$ cat src/hdl/spam_pkg.sv
// ----------------------------------------------------------------------------
// Sparse polynomial add/multiply package
// Shared types, constants and command/status structures.
// ----------------------------------------------------------------------------
package spam_pkg;

  localparam int MAX_TERMS = 8;
  localparam int COEF_BITS = 16;
  localparam int EXP_BITS = 8;
  localparam int TABLE_DEPTH = 64;
  localparam int CNT_BITS = $clog2(MAX_TERMS + 1);
  localparam int IDX_BITS = (MAX_TERMS > 1) ? $clog2(MAX_TERMS) : 1;
  localparam int TAB_BITS = $clog2(TABLE_DEPTH);
  localparam int TCNT_BITS = TAB_BITS + 1;
  localparam int SUM_EXP_BITS = EXP_BITS + 1;
  localparam int ACC_BITS = 40;
  localparam int OUT_COEF_BITS = 36;
  localparam int OUT_EXP_BITS = 9;

  typedef enum logic [2:0] {
    OP_LOAD_LEFT  = 3'd0,
    OP_LOAD_RIGHT = 3'd1,
    OP_SUM        = 3'd2,
    OP_PRODUCT    = 3'd3,
    OP_CLEAR      = 3'd4
  } op_t;

  typedef enum logic [2:0] {
    ST_TERM      = 3'd0,
    ST_ACCEPTED  = 3'd1,
    ST_ORDER     = 3'd2,
    ST_FULL      = 3'd3,
    ST_EMPTY     = 3'd4
  } status_t;

  typedef enum logic [3:0] {
    S_IDLE,
    S_PAIR,
    S_PROD,
    S_SCAN_RD,
    S_SCAN,
    S_SHIFT_RD,
    S_SHIFT,
    S_EMIT_RD,
    S_EMIT
  } state_t;

  typedef struct packed {
    logic clear_all;
    logic load_left;
    logic load_right;
    logic table_clear;
    logic prod_load;
    logic scan_reset;
    logic scan_read;
    logic scan_step;
    logic write_add;
    logic shift_read;
    logic shift_write;
    logic write_term;
    logic emit_reset;
    logic emit_read;
    logic emit_step;
    logic hold_load;
    logic out_term;
    logic term_last;
    logic out_status;
    logic [2:0] out_code;
  } cmd_t;

  typedef struct packed {
    logic left_full;
    logic left_order;
    logic right_full;
    logic right_order;
    logic pair_valid;
    logic scan_done;
    logic scan_match;
    logic scan_below;
    logic shift_done;
    logic emit_done;
    logic emit_nonzero;
    logic any_emitted;
  } stat_t;

endpackage

$ cat src/hdl/spam_ctrl.sv
// ----------------------------------------------------------------------------
// Sparse polynomial controller
// Sequences loads, table building and result emission.
// ----------------------------------------------------------------------------
module spam_ctrl (
  input  logic               clk,
  input  logic               rst,
  input  logic               start,
  input  logic [2:0]         operation,
  input  spam_pkg::stat_t    stat,
  output spam_pkg::cmd_t     cmd,
  output logic               is_prod,
  output logic               busy
);

  spam_pkg::state_t state, state_next;
  logic is_prod_next;

  always_ff @(posedge clk) begin
    if (rst) begin
      state <= spam_pkg::S_IDLE;
      is_prod <= 1'b0;
    end else begin
      state <= state_next;
      is_prod <= is_prod_next;
    end
  end

  always_comb begin
    state_next = state;
    is_prod_next = is_prod;
    cmd = '0;
    busy = (state != spam_pkg::S_IDLE);
    unique case (state)
      spam_pkg::S_IDLE: begin
        if (start) begin
          priority case (operation)
            spam_pkg::OP_LOAD_LEFT: begin
              cmd.out_status = 1'b1;
              if (stat.left_full) cmd.out_code = spam_pkg::ST_FULL;
              else if (stat.left_order) cmd.out_code = spam_pkg::ST_ORDER;
              else begin
                cmd.out_code = spam_pkg::ST_ACCEPTED;
                cmd.load_left = 1'b1;
              end
            end
            spam_pkg::OP_LOAD_RIGHT: begin
              cmd.out_status = 1'b1;
              if (stat.right_full) cmd.out_code = spam_pkg::ST_FULL;
              else if (stat.right_order) cmd.out_code = spam_pkg::ST_ORDER;
              else begin
                cmd.out_code = spam_pkg::ST_ACCEPTED;
                cmd.load_right = 1'b1;
              end
            end
            spam_pkg::OP_SUM, spam_pkg::OP_PRODUCT: begin
              is_prod_next = (operation == spam_pkg::OP_PRODUCT);
              cmd.table_clear = 1'b1;
              state_next = spam_pkg::S_PAIR;
            end
            spam_pkg::OP_CLEAR: begin
              cmd.clear_all = 1'b1;
              cmd.out_status = 1'b1;
              cmd.out_code = spam_pkg::ST_ACCEPTED;
            end
            default: ;
          endcase
        end
      end
      spam_pkg::S_PAIR: begin
        if (stat.pair_valid) begin
          cmd.prod_load = 1'b1;
          state_next = spam_pkg::S_PROD;
        end else begin
          cmd.emit_reset = 1'b1;
          state_next = spam_pkg::S_EMIT_RD;
        end
      end
      spam_pkg::S_PROD: begin
        cmd.scan_reset = 1'b1;
        state_next = spam_pkg::S_SCAN_RD;
      end
      spam_pkg::S_SCAN_RD: begin
        if (stat.scan_done) begin
          state_next = spam_pkg::S_SHIFT_RD;
        end else begin
          cmd.scan_read = 1'b1;
          state_next = spam_pkg::S_SCAN;
        end
      end
      spam_pkg::S_SCAN: begin
        if (stat.scan_match) begin
          cmd.write_add = 1'b1;
          state_next = spam_pkg::S_PAIR;
        end else if (stat.scan_below) begin
          state_next = spam_pkg::S_SHIFT_RD;
        end else begin
          cmd.scan_step = 1'b1;
          state_next = spam_pkg::S_SCAN_RD;
        end
      end
      spam_pkg::S_SHIFT_RD: begin
        if (stat.shift_done) begin
          cmd.write_term = 1'b1;
          state_next = spam_pkg::S_PAIR;
        end else begin
          cmd.shift_read = 1'b1;
          state_next = spam_pkg::S_SHIFT;
        end
      end
      spam_pkg::S_SHIFT: begin
        cmd.shift_write = 1'b1;
        state_next = spam_pkg::S_SHIFT_RD;
      end
      spam_pkg::S_EMIT_RD: begin
        if (stat.emit_done) begin
          if (stat.any_emitted) begin
            cmd.out_term = 1'b1;
            cmd.term_last = 1'b1;
          end else begin
            cmd.out_status = 1'b1;
            cmd.out_code = spam_pkg::ST_EMPTY;
          end
          state_next = spam_pkg::S_IDLE;
        end else begin
          cmd.emit_read = 1'b1;
          state_next = spam_pkg::S_EMIT;
        end
      end
      spam_pkg::S_EMIT: begin
        if (stat.emit_nonzero) begin
          cmd.out_term = stat.any_emitted;
          cmd.hold_load = 1'b1;
        end
        cmd.emit_step = 1'b1;
        state_next = spam_pkg::S_EMIT_RD;
      end
      default: state_next = spam_pkg::S_IDLE;
    endcase
  end

  assert property (@(posedge clk) disable iff (rst)
    (state == spam_pkg::S_IDLE) && start && (operation == spam_pkg::OP_SUM) |=> busy)
    else $error("sum did not start");
  assert property (@(posedge clk) disable iff (rst)
    cmd.out_term |-> !cmd.out_status)
    else $error("term and status together");
  assert property (@(posedge clk) disable iff (rst)
    cmd.write_term |=> state == spam_pkg::S_PAIR)
    else $error("write not followed by pair");

endmodule

$ cat config.mk
export PLATFORM = sky130hd
export DESIGN_NAME = spam_ctrl
export DESIGN_NICKNAME = d
export VERILOG_FILES = /design/src/hdl/spam_pkg.sv /design/src/hdl/spam_ctrl.sv
export SDC_FILE = /design/constraint.sdc
export NUM_CORES = 1
export LEC_CHECK = 0
export ABC_AREA = 1
export BUFFER_PORTS_ARGS = -buffer_cell sky130_fd_sc_hd__buf_4
export CAP_MARGIN = 20
export CORE_MARGIN = 3
export CORE_UTILIZATION = 30
export DETAILED_ROUTE_END_ITERATION = 10
export SLEW_MARGIN = 20
export SYNTH_ARGS = -nofsm -noshare
export SYNTH_HDL_FRONTEND = slang
export SYNTH_SLANG_ARGS = --single-unit
$ cat constraint.sdc
create_clock -name clk -period 1.7 [get_ports clk]
set_input_delay 0.255 -clock clk [delete_from_list [all_inputs] [get_ports clk]]
set_output_delay 0.255 -clock clk [all_outputs]
set_load 0.02 [all_outputs]
==> qor.log, run 1 <==
[sta] Tmin final 1607 ps
[sta] number of slew-limit violations in the final report 0
[floorplanning] Die Y-Extent 50.56 um
[global_routing] GRT Overall Usage 15.36%
[clocking] sink count of the clock tree 5
[setup_path] logic depth of the worst register-to-register path 7
[clocking] H-tree depth reported by CTS 1
[floorplanning] area of the core region 1802 um^2
[finish] final net count 171
[clocking] CTS hold repair buffers 0
[sta] transition time at the pin with the least slew margin 250.6 ps
[placed_design] minimum setup slack after placement 280.4 ps
[sta] Final Hold Vio Count 0
[logic_synthesis] Syn Nets 122
[placed_design] sum of net half-perimeters after detailed placement 1445 um
[logic_synthesis] Synth cell types 20
[floorplanning] Horiz. Die Dim 50.56 um
[setup_path] Setup crit end kind output port
[power_and_ir_drop] total power density per cell area 1042 nW/um^2
[power_and_ir_drop] Max rail drop VDD 0.5162 mV
[sta] slack of the critical path 92.96 ps
[route] average wire per cell in the routed design 9.864 um
[logic_synthesis] flip-flop and latch count after synthesis 5
[clocking] buffer type at the clock tree root sky130_fd_sc_hd__clkbuf_4
[finish] diodes inserted 0
[sta] Fin Clk Skew 3.435 ps
[sta] final period utilization 94.53%
[setup_path] arrival time reported for the critical path endpoint 1350 ps
[setup_path] CP max stage cell sky130_fd_sc_hd__dfxtp_4
[power_and_ir_drop] P_leak 0.5922 nW
[route] vias per cell 4.525
[logic_synthesis] register area share after synthesis 16.81%
[logic_synthesis] Synth Instances 104
[floorplanning] effective utilization at floorplan 33.06%
[job] max-cap viol count 0
[setup_path] CP Data Required Time 1440 ps
[floorplanning] IO Count 42
[placed_design] final weighted congestion of routability-driven global placement 0.8679
[clocking] TritonCTS clock tree built
[finish] area added between synthesis and finish 67.23%
[global_routing] via count of the first global-routing pass 727
[sta] unrepaired setup endpoints after global routing no
[logic_synthesis] Yosys Warn Count 0
[route] post-detailed-route count of antenna-violating nets 0
[route] # DRC 0
[route] number of iterations in the first detailed-routing pass 4
[finish] layout cells sized above 1 44.08%
[setup_path] largest incremental delay on the critical path 360 ps
[global_routing] initial antenna violation count 0
[clocking] insertion delay of the later-clocked pin in the worst-skew pair 240 ps
[route] number of vias after detailed routing 801
[hold_path] worst hold path class input pin to flop
[finish] fin cells 177
[floorplanning] DIE AREA 2556 um^2
[sta] Slew Limit Headroom 83.14%
[sta] Final setup viols 0
[sta] summed negative setup slack over all endpoints 0 ps
[global_routing] global-route wire length before repair 3036 um
[hold_path] hold-critical path depth 2
[logic_synthesis] Avg Synthesized Cell Area 5.727 um^2
[finish] number of filler instances in the final layout 187
[setup_path] critical path startpoint category flop
[status] run status finished, final reports clean
[setup_path] start-to-end type of the worst setup path flop to output port
[route] number of DRC markers in iteration 0 13
[placed_design] cell count after placement 170
[clocking] CTS buffer count 3
[setup_path] cell chain of the critical path nor2_4, nand2_4, inv_4, nand2_2, nor4_2, buf_4
[floorplanning] row count 15
[route] Routed Wire Length 1746 um
[logic_synthesis] combined area of all synthesized cells 595.6 um^2
[placed_design] Port Buf Inserts 41
[clocking] clock tree buffer depth 2
[global_routing] largest net degree at the start of global routing 9
[sta] fmax 622.3 MHz
[clocking] clock transition at the register clock pins on the worst setup and hold paths after CTS 40 ps
[setup_path] largest fanout on the critical path 5
[global_routing] overall overflow remaining after global route 0
## cell type report
class | count | area (um^2) | area share, %
multi-input combinational | 74 | 405.4 | 40.70
timing repair buffer | 44 | 330.3 | 33.17
sequential | 5 | 106.4 | 10.68
inverter | 25 | 96.34 | 9.673
tap | 25 | 31.28 | 3.141
clock buffer | 4 | 26.28 | 2.638
## cell usage in the layout (no fill, tap or decap), drive strengths merged
| master | Yosys | layout |
|---|---|---|
| nand3 | 13 | 13 |
| buf | 0 | 44 |
| nor2 | 25 | 25 |
| clkbuf | 0 | 4 |
| inv | 24 | 24 |
| a21oi | 5 | 5 |
| nor3 | 4 | 4 |
| nor4 | 2 | 2 |
| clkinv | 1 | 1 |
| nand4 | 1 | 1 |
| o21ai | 6 | 6 |
| nand2 | 18 | 18 |
| dfxtp | 5 | 5 |
## metal layers
metal	global-route usage, %	wire length, um	vias to the layer above
met5	0	0	-
met4	4.036	0	0
met3	5.638	129	0
met2	22.61	837	31
met1	20.93	780	352
li1	-	-	418
## synthesized netlist by cell type
library cell / count / share of area (%)
sky130_fd_sc_hd__nor2_2: 1 / 1.1
sky130_fd_sc_hd__nor4_2: 1 / 2.1
sky130_fd_sc_hd__nor3_2: 1 / 1.7
sky130_fd_sc_hd__nor2_1: 19 / 12
sky130_fd_sc_hd__nor2_4: 5 / 9.5
sky130_fd_sc_hd__nand2_1: 16 / 10
sky130_fd_sc_hd__nand2_4: 1 / 1.9
sky130_fd_sc_hd__nor4_1: 1 / 1.1
sky130_fd_sc_hd__dfxtp_1: 5 / 17
sky130_fd_sc_hd__a21oi_1: 5 / 4.2
sky130_fd_sc_hd__o21ai_0: 5 / 4.2
sky130_fd_sc_hd__inv_1: 22 / 14
sky130_fd_sc_hd__nor3_1: 3 / 2.5
sky130_fd_sc_hd__nand3_2: 4 / 6.7
sky130_fd_sc_hd__clkinv_1: 1 / 0.63
sky130_fd_sc_hd__nand4_1: 1 / 1.1
sky130_fd_sc_hd__inv_2: 2 / 1.3
sky130_fd_sc_hd__nand2_2: 1 / 1.1
sky130_fd_sc_hd__nand3_1: 9 / 7.6
sky130_fd_sc_hd__o21ai_1: 1 / 0.84
## cells by family (layout without fill, tap and decap cells)
| kind of cell | after synthesis | in the layout | synth area share (%) |
|---|---|---|---|
| AND/OR/NAND/NOR | 63 | 63 | 58.19 |
| AO/OA/AOI/OAI | 11 | 11 | 9.242 |
| buffers and inverters | 25 | 73 | 15.76 |
| flip-flops | 5 | 5 | 16.81 |
## worst max-delay path, delay by kind of cell (launching register included)
family	cells	cell delay, ps
AND/OR/NAND/NOR	4	490
flip-flops	1	360
buffers and inverters	2	250
## power breakdown
group | switching, mW | leakage, nW | internal, mW
sequential | 0.0526 | 0.0424 | 0.157
combinational | 0.415 | 0.535 | 0.275
clock | 0.0501 | 0.0150 | 0.0888
## worst paths after layout
check                           slack, ps        to     start
worst max register to register        550  state[1]  state[2]
worst min register to register        520   is_prod   is_prod
worst min-delay path                  190  state[3]   stat[2]
worst max-delay path                   90   cmd[20]  state[1]
## repair_timing
| action | CTS | global route |
|---|---|---|
| pin swaps | 1 | 3 |
| buffers inserted | 1 | 2 |
| setup endpoints to repair | 1 | 10 |
| resized for setup | 0 | 6 |
## registers in the layout (all words and copies together) (netlist names)
name and count:
state 4, is_prod 1
## per-stage QoR
stage | hold WS [ps] | power (mW) | utilization (%) | cell area [um^2]
6_report | 187.5 | 1.038 | 55.28 | 996.0
4_1_cts | 188.4 | 0.9855 | 53.75 | 968.4
3_5_place_dp | 441.2 | 0.8333 | 51.88 | 934.6
2_1_floorplan | 324.7 | 0.6319 | - | 595.6
5_1_grt | 178.8 | 1.136 | 55.28 | 996.0
3_3_place_gp | 442.2 | 0.8328 | 51.88 | 934.6
Note: power is estimated with default switching activity, not from simulation.
==> run 2, diff against run 1 <==
- PLACE_DENSITY: not set -> 0.65
==> run 2 against run 1 <==
Net effect: sequential cell count unchanged; via count decreased by 1.0%; clock power about the same; wire length increased by 0.52%; sequential power decreased by 2%; sequential share of layout area decreased by 0.13 points; hold slack got worse by 7.9 ps; cell count increased by 1.1%; first-iteration DRC count increased by 54%; highest routed layer unchanged; clock-buffer cell count unchanged; die area unchanged; largest cell class unchanged; clock skew about the same.
==> qor.log, run 2 (synthesized netlist as in run 1, its figures left out) <==
[status] run status finished, final reports clean [unchanged]
[clocking] CTS hold repair buffers 0 [unchanged]
[power_and_ir_drop] Max rail drop VDD 0.4707 mV [was 0.5162 mV]
[finish] area added between synthesis and finish 69.33% [was 67.23%]
[finish] fin cells 179 [was 177]
[global_routing] GRT Overall Usage 14.64% [was 15.36%]
[placed_design] cell count after placement 170 [unchanged]
[setup_path] Setup crit end kind output port [unchanged]
[finish] leading cell types in the layout, fill and taps excluded sky130_fd_sc_hd__buf_4, sky130_fd_sc_hd__inv_1, sky130_fd_sc_hd__nor2_1, sky130_fd_sc_hd__nand2_1, sky130_fd_sc_hd__nand3_1 [unchanged]
[setup_path] CP Data Required Time 1440 ps [about the same]
[setup_path] CP max stage cell sky130_fd_sc_hd__dfxtp_4 [unchanged]
[finish] number of filler instances in the final layout 202 [was 187]
[power_and_ir_drop] clock group share of total power 13.5% [was 13.4%]
[power_and_ir_drop] switching power of the nets 0.5142 mW [was 0.5180 mW]
[sta] Fin Clk Skew 2.998 ps [was 3.435 ps]
[sta] transition time at the pin with the least slew margin 251.0 ps [was 250.6 ps]
[setup_path] arrival time reported for the critical path endpoint 1350 ps [about the same]
[setup_path] largest incremental delay on the critical path 370 ps [was 360 ps]
[route] post-detailed-route count of antenna-violating nets 0 [unchanged]
[sta] final period utilization 94.54% [was 94.53%]
[global_routing] via count of the first global-routing pass 729 [was 727]
[finish] final net count 173 [was 171]
[sta] fmax 622.2 MHz [was 622.3 MHz]
[clocking] insertion delay of the later-clocked pin in the worst-skew pair 250 ps [was 240 ps]
[route] number of vias after detailed routing 793 [was 801]
[route] # DRC 0 [unchanged]
[finish] layout cells sized above 1 45.45% [was 44.08%]
[setup_path] largest fanout on the critical path 5 [unchanged]
[floorplanning] Horiz. Die Dim 50.56 um [unchanged]
[placed_design] Port Buf Inserts 41 [unchanged]
[power_and_ir_drop] total power density per cell area 1026 nW/um^2 [was 1042 nW/um^2]
[clocking] sink count of the clock tree 5 [unchanged]
[route] average wire per cell in the routed design 9.804 um [was 9.864 um]
[floorplanning] DIE AREA 2556 um^2 [unchanged]
[sta] Final setup viols 0 [unchanged]
[hold_path] hold path startpoint stat[2] [unchanged]
[floorplanning] IO Count 42 [unchanged]
[job] max-cap viol count 0 [unchanged]
[finish] largest register by flop count state [unchanged]
[hold_path] hold-critical path depth 2 [unchanged]
[floorplanning] Die Y-Extent 50.56 um [unchanged]
[floorplanning] row count 15 [unchanged]
[route] number of DRC markers in iteration 0 20 [was 13]
[route] vias per cell 4.430 [was 4.525]
[sta] hold_ws 179.5 ps [was 187.5 ps]
[setup_path] logic depth of the worst register-to-register path 7 [unchanged]
[setup_path] buffers plus inverters on the worst setup path 2 [unchanged]
[clocking] clock transition at the register clock pins on the worst setup and hold paths after CTS 40 ps [about the same]
[route] number of iterations in the first detailed-routing pass 4 [unchanged]
[setup_path] start-to-end type of the worst setup path flop to output port [unchanged]
[clocking] CTS buffer count 3 [unchanged]
[hold_path] end point of the worst hold path state[3] [unchanged]
[setup_path] r2r endpoint state[1] [unchanged]
[clocking] clock tree buffer depth 2 [unchanged]
[floorplanning] area of the core region 1802 um^2 [unchanged]
[global_routing] initial antenna violation count 0 [unchanged]
[sta] Final Hold Vio Count 0 [unchanged]
[clocking] H-tree depth reported by CTS 1 [unchanged]
[route] Routed Wire Length 1755 um [was 1746 um]
[sta] Slew Limit Headroom 83.12% [was 83.14%]
[power_and_ir_drop] combinational fraction of design power 66.8% [was 66.4%]
[power_and_ir_drop] P_leak 0.5977 nW [was 0.5922 nW]
[sta] Tmin final 1607 ps [about the same]
[global_routing] global-route wire length before repair 2918 um [was 3036 um]
[finish] flip-flop count of the largest register after layout 4 [unchanged]
[placed_design] sum of net half-perimeters after detailed placement 1479 um [was 1445 um]
[setup_path] startpoint of the worst-slack reg-to-reg timing path state[2] [unchanged]
[global_routing] largest net degree at the start of global routing 9 [unchanged]
[sta] summed negative setup slack over all endpoints 0 ps [unchanged]
[power_and_ir_drop] share of total power consumed by net switching 49.70% [was 49.89%]
[finish] most common cell after layout, fill and taps aside sky130_fd_sc_hd__buf_4 [unchanged]
[finish] diodes inserted 0 [unchanged]
[setup_path] cell chain of the critical path nor2_4, nand2_4, inv_2, nand2_2, nor4_2, buf_4 [was nor2_4, nand2_4, inv_4, nand2_2, nor4_2, buf_4]
[clocking] buffer type at the clock tree root sky130_fd_sc_hd__clkbuf_4 [unchanged]
[hold_path] worst hold path class input pin to flop [unchanged]
[global_routing] overall overflow remaining after global route 0 [unchanged]
[power_and_ir_drop] internal power 0.5205 mW [was 0.5203 mW]
[setup_path] critical path startpoint category flop [unchanged]
[placed_design] final weighted congestion of routability-driven global placement 0.8789 [was 0.8679]
[finish] registers with the most flip-flops state: 4 flops, is_prod: 1 flops [unchanged]
[floorplanning] effective utilization at floorplan 33.06% [unchanged]
[sta] unrepaired setup endpoints after global routing no [unchanged]
[setup_path] reg-to-reg slack, setup 550 ps [about the same]
[sta] number of slew-limit violations in the final report 0 [unchanged]
[clocking] TritonCTS clock tree built [unchanged]
[power_and_ir_drop] part of the power in registers 19.7% [was 20.2%]
[setup_path] cell family with the largest share of critical-path delay simple AND/OR/NAND/NOR gates [unchanged]
## run 2: per-layer routing
metal | part of all wire (%) | global-route usage [%]
met3 | 6.3 | 5.341
met4 | 0 | 1.345
met5 | 0 | 0
met2 | 48 | 24.78
met1 | 45 | 18.31
## run 2: area by class of cell
class | count | area, um^2 | area share [%]
inverter | 25 | 93.84 | 9.305
clock buffer | 4 | 26.28 | 2.605
sequential | 5 | 106.4 | 10.55
multi-input combinational | 74 | 405.4 | 40.20
tap | 25 | 31.28 | 3.102
timing repair buffer | 46 | 345.3 | 34.24
## run 2: worst max path at each step
stage	depth (start not counted)	start	slack, ps	to
6_report	6	state[3]	90	cmd[20]
5_1_grt	6	state[3]	0.3	cmd[20]
4_1_cts	6	state[0]	9	cmd[20]
3_5_place_dp	6	state[0]	290	cmd[1]
3_3_place_gp	5	state[2]	300	cmd[5]
2_1_floorplan	5	state[0]	180	cmd[5]
## run 2: per-stage QoR
stage | worst slack, ps | power [mW] | area (um^2) | util, %
floorplan | 178.8 | 0.6319 | 595.6 | -
finish | 92.78 | 1.035 | 1008 | 55.97
global placement | 297.6 | 0.8325 | 934.6 | 51.88
detailed placement | 285.1 | 0.8412 | 934.6 | 51.88
CTS | 9.453 | 0.9841 | 960.9 | 53.33
global route | 0.2991 | 1.117 | 1008 | 55.97
## run 2: repair_timing
item / 4_1_cts / 5_1_grt
setup endpoints to repair: 0 / 10
gates resized for setup: 0 / 6
buffers inserted: 0 / 5
## run 2: power groups by stage
stage | Clock [mW] | Sequential [mW] | Combinational, mW
floorplan | 0 | 0.199 | 0.433
global placement | 0 | 0.199 | 0.633
detailed placement | 0 | 0.201 | 0.640
CTS | 0.144 | 0.199 | 0.641
global route | 0.152 | 0.208 | 0.757
finish | 0.140 | 0.204 | 0.692
## run 2: worst register-to-register path, cell delays in order (launching register included)
cell and delay (ps):
sky130_fd_sc_hd__dfxtp_1 360, sky130_fd_sc_hd__inv_1 110, sky130_fd_sc_hd__nor2_4 140, sky130_fd_sc_hd__buf_4 150, sky130_fd_sc_hd__nand4_1 110, sky130_fd_sc_hd__nand2_1 90
sky130_fd_sc_hd__nor2_1 50, sky130_fd_sc_hd__nor2_1 80
==> run 3, diff against run 2 <==
- ABC_AREA: 1 -> 0
- CTS_CLUSTER_SIZE: not set -> 8
- PLACE_DENSITY: 0.65 -> 0.67
- RECOVER_POWER: not set -> 25
==> run 3 against run 2 <==
Net effect: the run now ends with negative setup slack left; combinational power is 75% lower; sequential share of layout area is 1.1 points lower; sequential cell count unchanged; clock-buffer cell count shrank 1; critical path type unchanged; largest power group unchanged.
==> qor.log, run 3 <==
[sta] slack of the critical path -591.5 ps [was 92.78 ps]
[logic_synthesis] area fraction in compound gates after synthesis 22.63% [was 9.244%]
[clocking] TritonCTS clock tree built [unchanged]
[sta] transition time at the pin with the least slew margin 476.7 ps [was 251.0 ps]
[status] violated checks negative setup slack
[global_routing] overall overflow remaining after global route 0 [unchanged]
[floorplanning] DIE AREA 2352 um^2 [was 2556 um^2]
[sta] Final setup viols 12 [was 0]
[logic_synthesis] register area share after synthesis 18.48% [was 16.81%]
[logic_synthesis] main combinational cell family by area after synthesis simple AND/OR/NAND/NOR gates [unchanged]
[finish] final net count 151 [was 173]
[route] Routed Wire Length 2018 um [was 1755 um]
[route] vias per cell 5.282 [was 4.430]
[power_and_ir_drop] P_leak 0.5233 nW [was 0.5977 nW]
[route] total met2 wirelength after detailed routing 1059 um [was 849 um]
[placed_design] sum of net half-perimeters after detailed placement 1541 um [was 1479 um]
[floorplanning] Die Y-Extent 48.50 um [was 50.56 um]
[logic_synthesis] combined area of all synthesized cells 541.8 um^2 [was 595.6 um^2]
[route] wire length the detailed router placed on met1 852 um [was 795 um]
[clocking] clock tree buffer depth 2 [unchanged]
[floorplanning] row count 14 [was 15]
[global_routing] GRT Overall Usage 16.20% [was 14.64%]
[clocking] sink count of the clock tree 5 [unchanged]
[route] uppermost layer routed met3 [unchanged]
[finish] final cell area excluding filler cells 1064 um^2 [was 1008 um^2]
[logic_synthesis] Synth cell types 31 [was 20]
[route] average wire per cell in the routed design 12.94 um [was 9.804 um]
[finish] fin cells 156 [was 179]
[clocking] buffer type at the clock tree root sky130_fd_sc_hd__clkbuf_4 [unchanged]
[floorplanning] area of the core region 1594 um^2 [was 1802 um^2]
[setup_path] start-to-end type of the worst setup path flop to output port [unchanged]
[floorplanning] Horiz. Die Dim 48.50 um [was 50.56 um]
[logic_synthesis] share of the synthesized netlist area taken by xor and xnor gates 0% [unchanged]
[floorplanning] IO Count 42 [unchanged]
[power_and_ir_drop] total power density per cell area 405.1 nW/um^2 [was 1026 nW/um^2]
[sta] number of slew-limit violations in the final report 0 [unchanged]
[logic_synthesis] Syn Nets 100 [was 122]
[global_routing] global-route wire length before repair 3167 um [was 2918 um]
[global_routing] via count of the first global-routing pass 698 [was 729]
[job] max-cap viol count 0 [unchanged]
[route] # DRC 0 [unchanged]
[logic_synthesis] Avg Synthesized Cell Area 6.607 um^2 [was 5.727 um^2]
[global_routing] largest net degree at the start of global routing 16 [was 9]
[setup_path] Setup crit end kind output port [unchanged]
[logic_synthesis] share of synthesized area spent on multiplexers 1.848% [was 0%]
[route] met3 wire length 107 um [was 110 um]
[sta] hold_ws 190.3 ps [was 179.5 ps]
[setup_path] largest fanout on the critical path 2 [was 5]
[logic_synthesis] cells taking the most area after synthesis sky130_fd_sc_hd__dfxtp_1, sky130_fd_sc_hd__nor2_1, sky130_fd_sc_hd__nor3_1 [was sky130_fd_sc_hd__dfxtp_1, sky130_fd_sc_hd__inv_1, sky130_fd_sc_hd__nor2_1]
[setup_path] reg-to-reg slack, setup 170 ps [was 550 ps]
[sta] Final Hold Vio Count 0 [unchanged]
[logic_synthesis] area share of fa/ha/maj cells after synthesis 0% [unchanged]
[hold_path] worst hold path class input pin to flop [unchanged]
[finish] area added between synthesis and finish 96.30% [was 69.33%]
[setup_path] CP Data Required Time 1440 ps [about the same]
[setup_path] arrival time reported for the critical path endpoint 2040 ps [was 1350 ps]
[logic_synthesis] simple-gate share of the synthesized area 48.73% [was 58.19%]
[finish] registers with the most flip-flops state: 4 flops, is_prod: 1 flops [unchanged]
[route] number of iterations in the first detailed-routing pass 4 [unchanged]
[clocking] CTS buffer count 3 [unchanged]
[finish] most common cell after layout, fill and taps aside sky130_fd_sc_hd__buf_4 [unchanged]
[global_routing] initial antenna violation count 0 [unchanged]
[finish] layout cells sized above 1 52.27% [was 45.45%]
[logic_synthesis] count leader, synth sky130_fd_sc_hd__nor2_1 [was sky130_fd_sc_hd__inv_1]
[finish] diodes inserted 0 [unchanged]
[route] number of vias after detailed routing 824 [was 793]
[logic_synthesis] most common library cells after synthesis sky130_fd_sc_hd__nor2_1, sky130_fd_sc_hd__nand2_1, sky130_fd_sc_hd__nor3_1 [was sky130_fd_sc_hd__inv_1, sky130_fd_sc_hd__nor2_1, sky130_fd_sc_hd__nand2_1]
[finish] flip-flop count of the largest register after layout 4 [unchanged]
[clocking] clock transition at the register clock pins on the worst setup and hold paths after CTS 50 ps [was 40 ps]
[finish] leading cell types in the layout, fill and taps excluded sky130_fd_sc_hd__buf_4, sky130_fd_sc_hd__nor2_1, sky130_fd_sc_hd__nand2_1 [was sky130_fd_sc_hd__buf_4, sky130_fd_sc_hd__inv_1, sky130_fd_sc_hd__nor2_1, sky130_fd_sc_hd__nand2_1, sky130_fd_sc_hd__nand3_1]
[sta] fmax 436.4 MHz [was 622.2 MHz]
[logic_synthesis] number of synthesized flops with an enable pin 0 [unchanged]
[placed_design] final weighted congestion of routability-driven global placement 0.8418 [was 0.8789]
[logic_synthesis] Synth Instances 82 [was 104]
[setup_path] critical path startpoint category flop [unchanged]
[sta] Fin Clk Skew 5.987 ps [was 2.998 ps]
[setup_path] largest incremental delay on the critical path 530 ps [was 370 ps]
[logic_synthesis] Yosys top cell by area sky130_fd_sc_hd__dfxtp_1 [unchanged]
[finish] largest register by flop count state [unchanged]
[route] post-detailed-route count of antenna-violating nets 0 [unchanged]
[placed_design] Port Buf Inserts 41 [unchanged]
[setup_path] cell family with the largest share of critical-path delay simple AND/OR/NAND/NOR gates [unchanged]
[logic_synthesis] flip-flop and latch count after synthesis 5 [unchanged]
[setup_path] cell chain of the critical path or4_4, or3b_4, a21o_1, a311oi_4, buf_6 [was nor2_4, nand2_4, inv_2, nand2_2, nor4_2, buf_4]
[logic_synthesis] leading register cell type out of synthesis sky130_fd_sc_hd__dfxtp_1 [unchanged]
[logic_synthesis] async set-or-reset flop fraction in the synthesized netlist 0% [unchanged]
[logic_synthesis] area share of the leading cell type in the synthesized netlist 18.48% [was 16.81%]
[status] run status complete, but fails checks [was finished, final reports clean]
[placed_design] placed inst area 940.9 um^2 [was 934.6 um^2]
[sta] Tmin final 2292 ps [was 1607 ps]
[setup_path] buffers plus inverters on the worst setup path 1 [was 2]
[setup_path] CP max stage cell sky130_fd_sc_hd__or4_4 [was sky130_fd_sc_hd__dfxtp_4]
[sta] Slew Limit Headroom 67.77% [was 83.12%]
[route] number of DRC markers in iteration 0 19 [was 20]
[power_and_ir_drop] Max rail drop VDD 0.4793 mV [was 0.4707 mV]
[clocking] insertion delay of the later-clocked pin in the worst-skew pair 240 ps [was 250 ps]
[clocking] H-tree depth reported by CTS 1 [unchanged]
[placed_design] cell count after placement 150 [was 170]
[sta] unrepaired setup endpoints after global routing yes [was no]
[floorplanning] effective utilization at floorplan 33.99% [was 33.06%]
[sta] final period utilization 134.8% [was 94.54%]
[logic_synthesis] Yosys Warn Count 0 [unchanged]
run 3: cell types whose count changed after synthesis, moves of 3 or more:
cell | previous run | this run
sky130_fd_sc_hd__nand3_2 | 4 | 0
sky130_fd_sc_hd__nor2_1 | 19 | 14
sky130_fd_sc_hd__nor3_1 | 3 | 7
sky130_fd_sc_hd__nand3_1 | 9 | 0
sky130_fd_sc_hd__inv_1 | 22 | 6
sky130_fd_sc_hd__a31oi_1 | 0 | 3
sky130_fd_sc_hd__nand2b_1 | 0 | 4
sky130_fd_sc_hd__nor2_4 | 5 | 0
sky130_fd_sc_hd__and3_1 | 0 | 4
sky130_fd_sc_hd__nand2_1 | 16 | 7
run 3: metrics by stage:
stage / setup WS [ps] / util (%) / power [mW] / setup TNS (ps)
global placement: -328.2 / 59.03 / 0.2772 / -1594
detailed placement: -340.3 / 59.03 / 0.2779 / -1594
global route: -638.2 / 66.72 / 0.4555 / -4335
CTS: -598.7 / 63.34 / 0.4208 / -3128
finish: -591.5 / 66.72 / 0.4308 / -3246
floorplan: -449.1 / - / 0.2014 / -2672
run 3: path summary, 6_finish.rpt:
path	end	from	cells after the start
max	cmd[0]	state[2]	5
min	is_prod	rst	2
max reg2reg	state[1]	state[0]	6
min reg2reg	is_prod	is_prod	2
run 3: report_power, final:
group / internal [mW] / total (mW) / switching [mW]
clock: 0.0850 / 0.133 / 0.0480
combinational: 0.0859 / 0.174 / 0.0884
sequential: 0.121 / 0.123 / 0.00228
run 3: per-layer routing:
layer | vias to the layer above | track usage (%)
met5 | - | 0
met4 | 0 | 1.422
met3 | 0 | 3.374
met2 | 27 | 29.13
met1 | 390 | 20.60
li1 | 407 | -
run 3: area by class of cell:
type | instances | area [um^2]
clock buffers | 3 | 22.52
repair buffers | 50 | 387.9
fillers | 140 | 530.5
well taps | 24 | 30.03
clock inverters | 1 | 5.005
inverters | 6 | 23.77
multi-input cells | 67 | 494.2
flip-flops and latches | 5 | 100.1
run 3: timing repair:
item | CTS | global route
setup endpoints to repair | 8 | 15
hold buffers | 0 | 0
pin swaps | 1 | 5
gates resized for setup | 9 | 11
setup buffers | 0 | 2
run 3: cells by family after synthesis:
logic type             after synthesis
AOI/OAI and AO/OA                   17
DFF                                  5
muxes                                1
buffers and inverters               10
and+or+nand+nor                     49
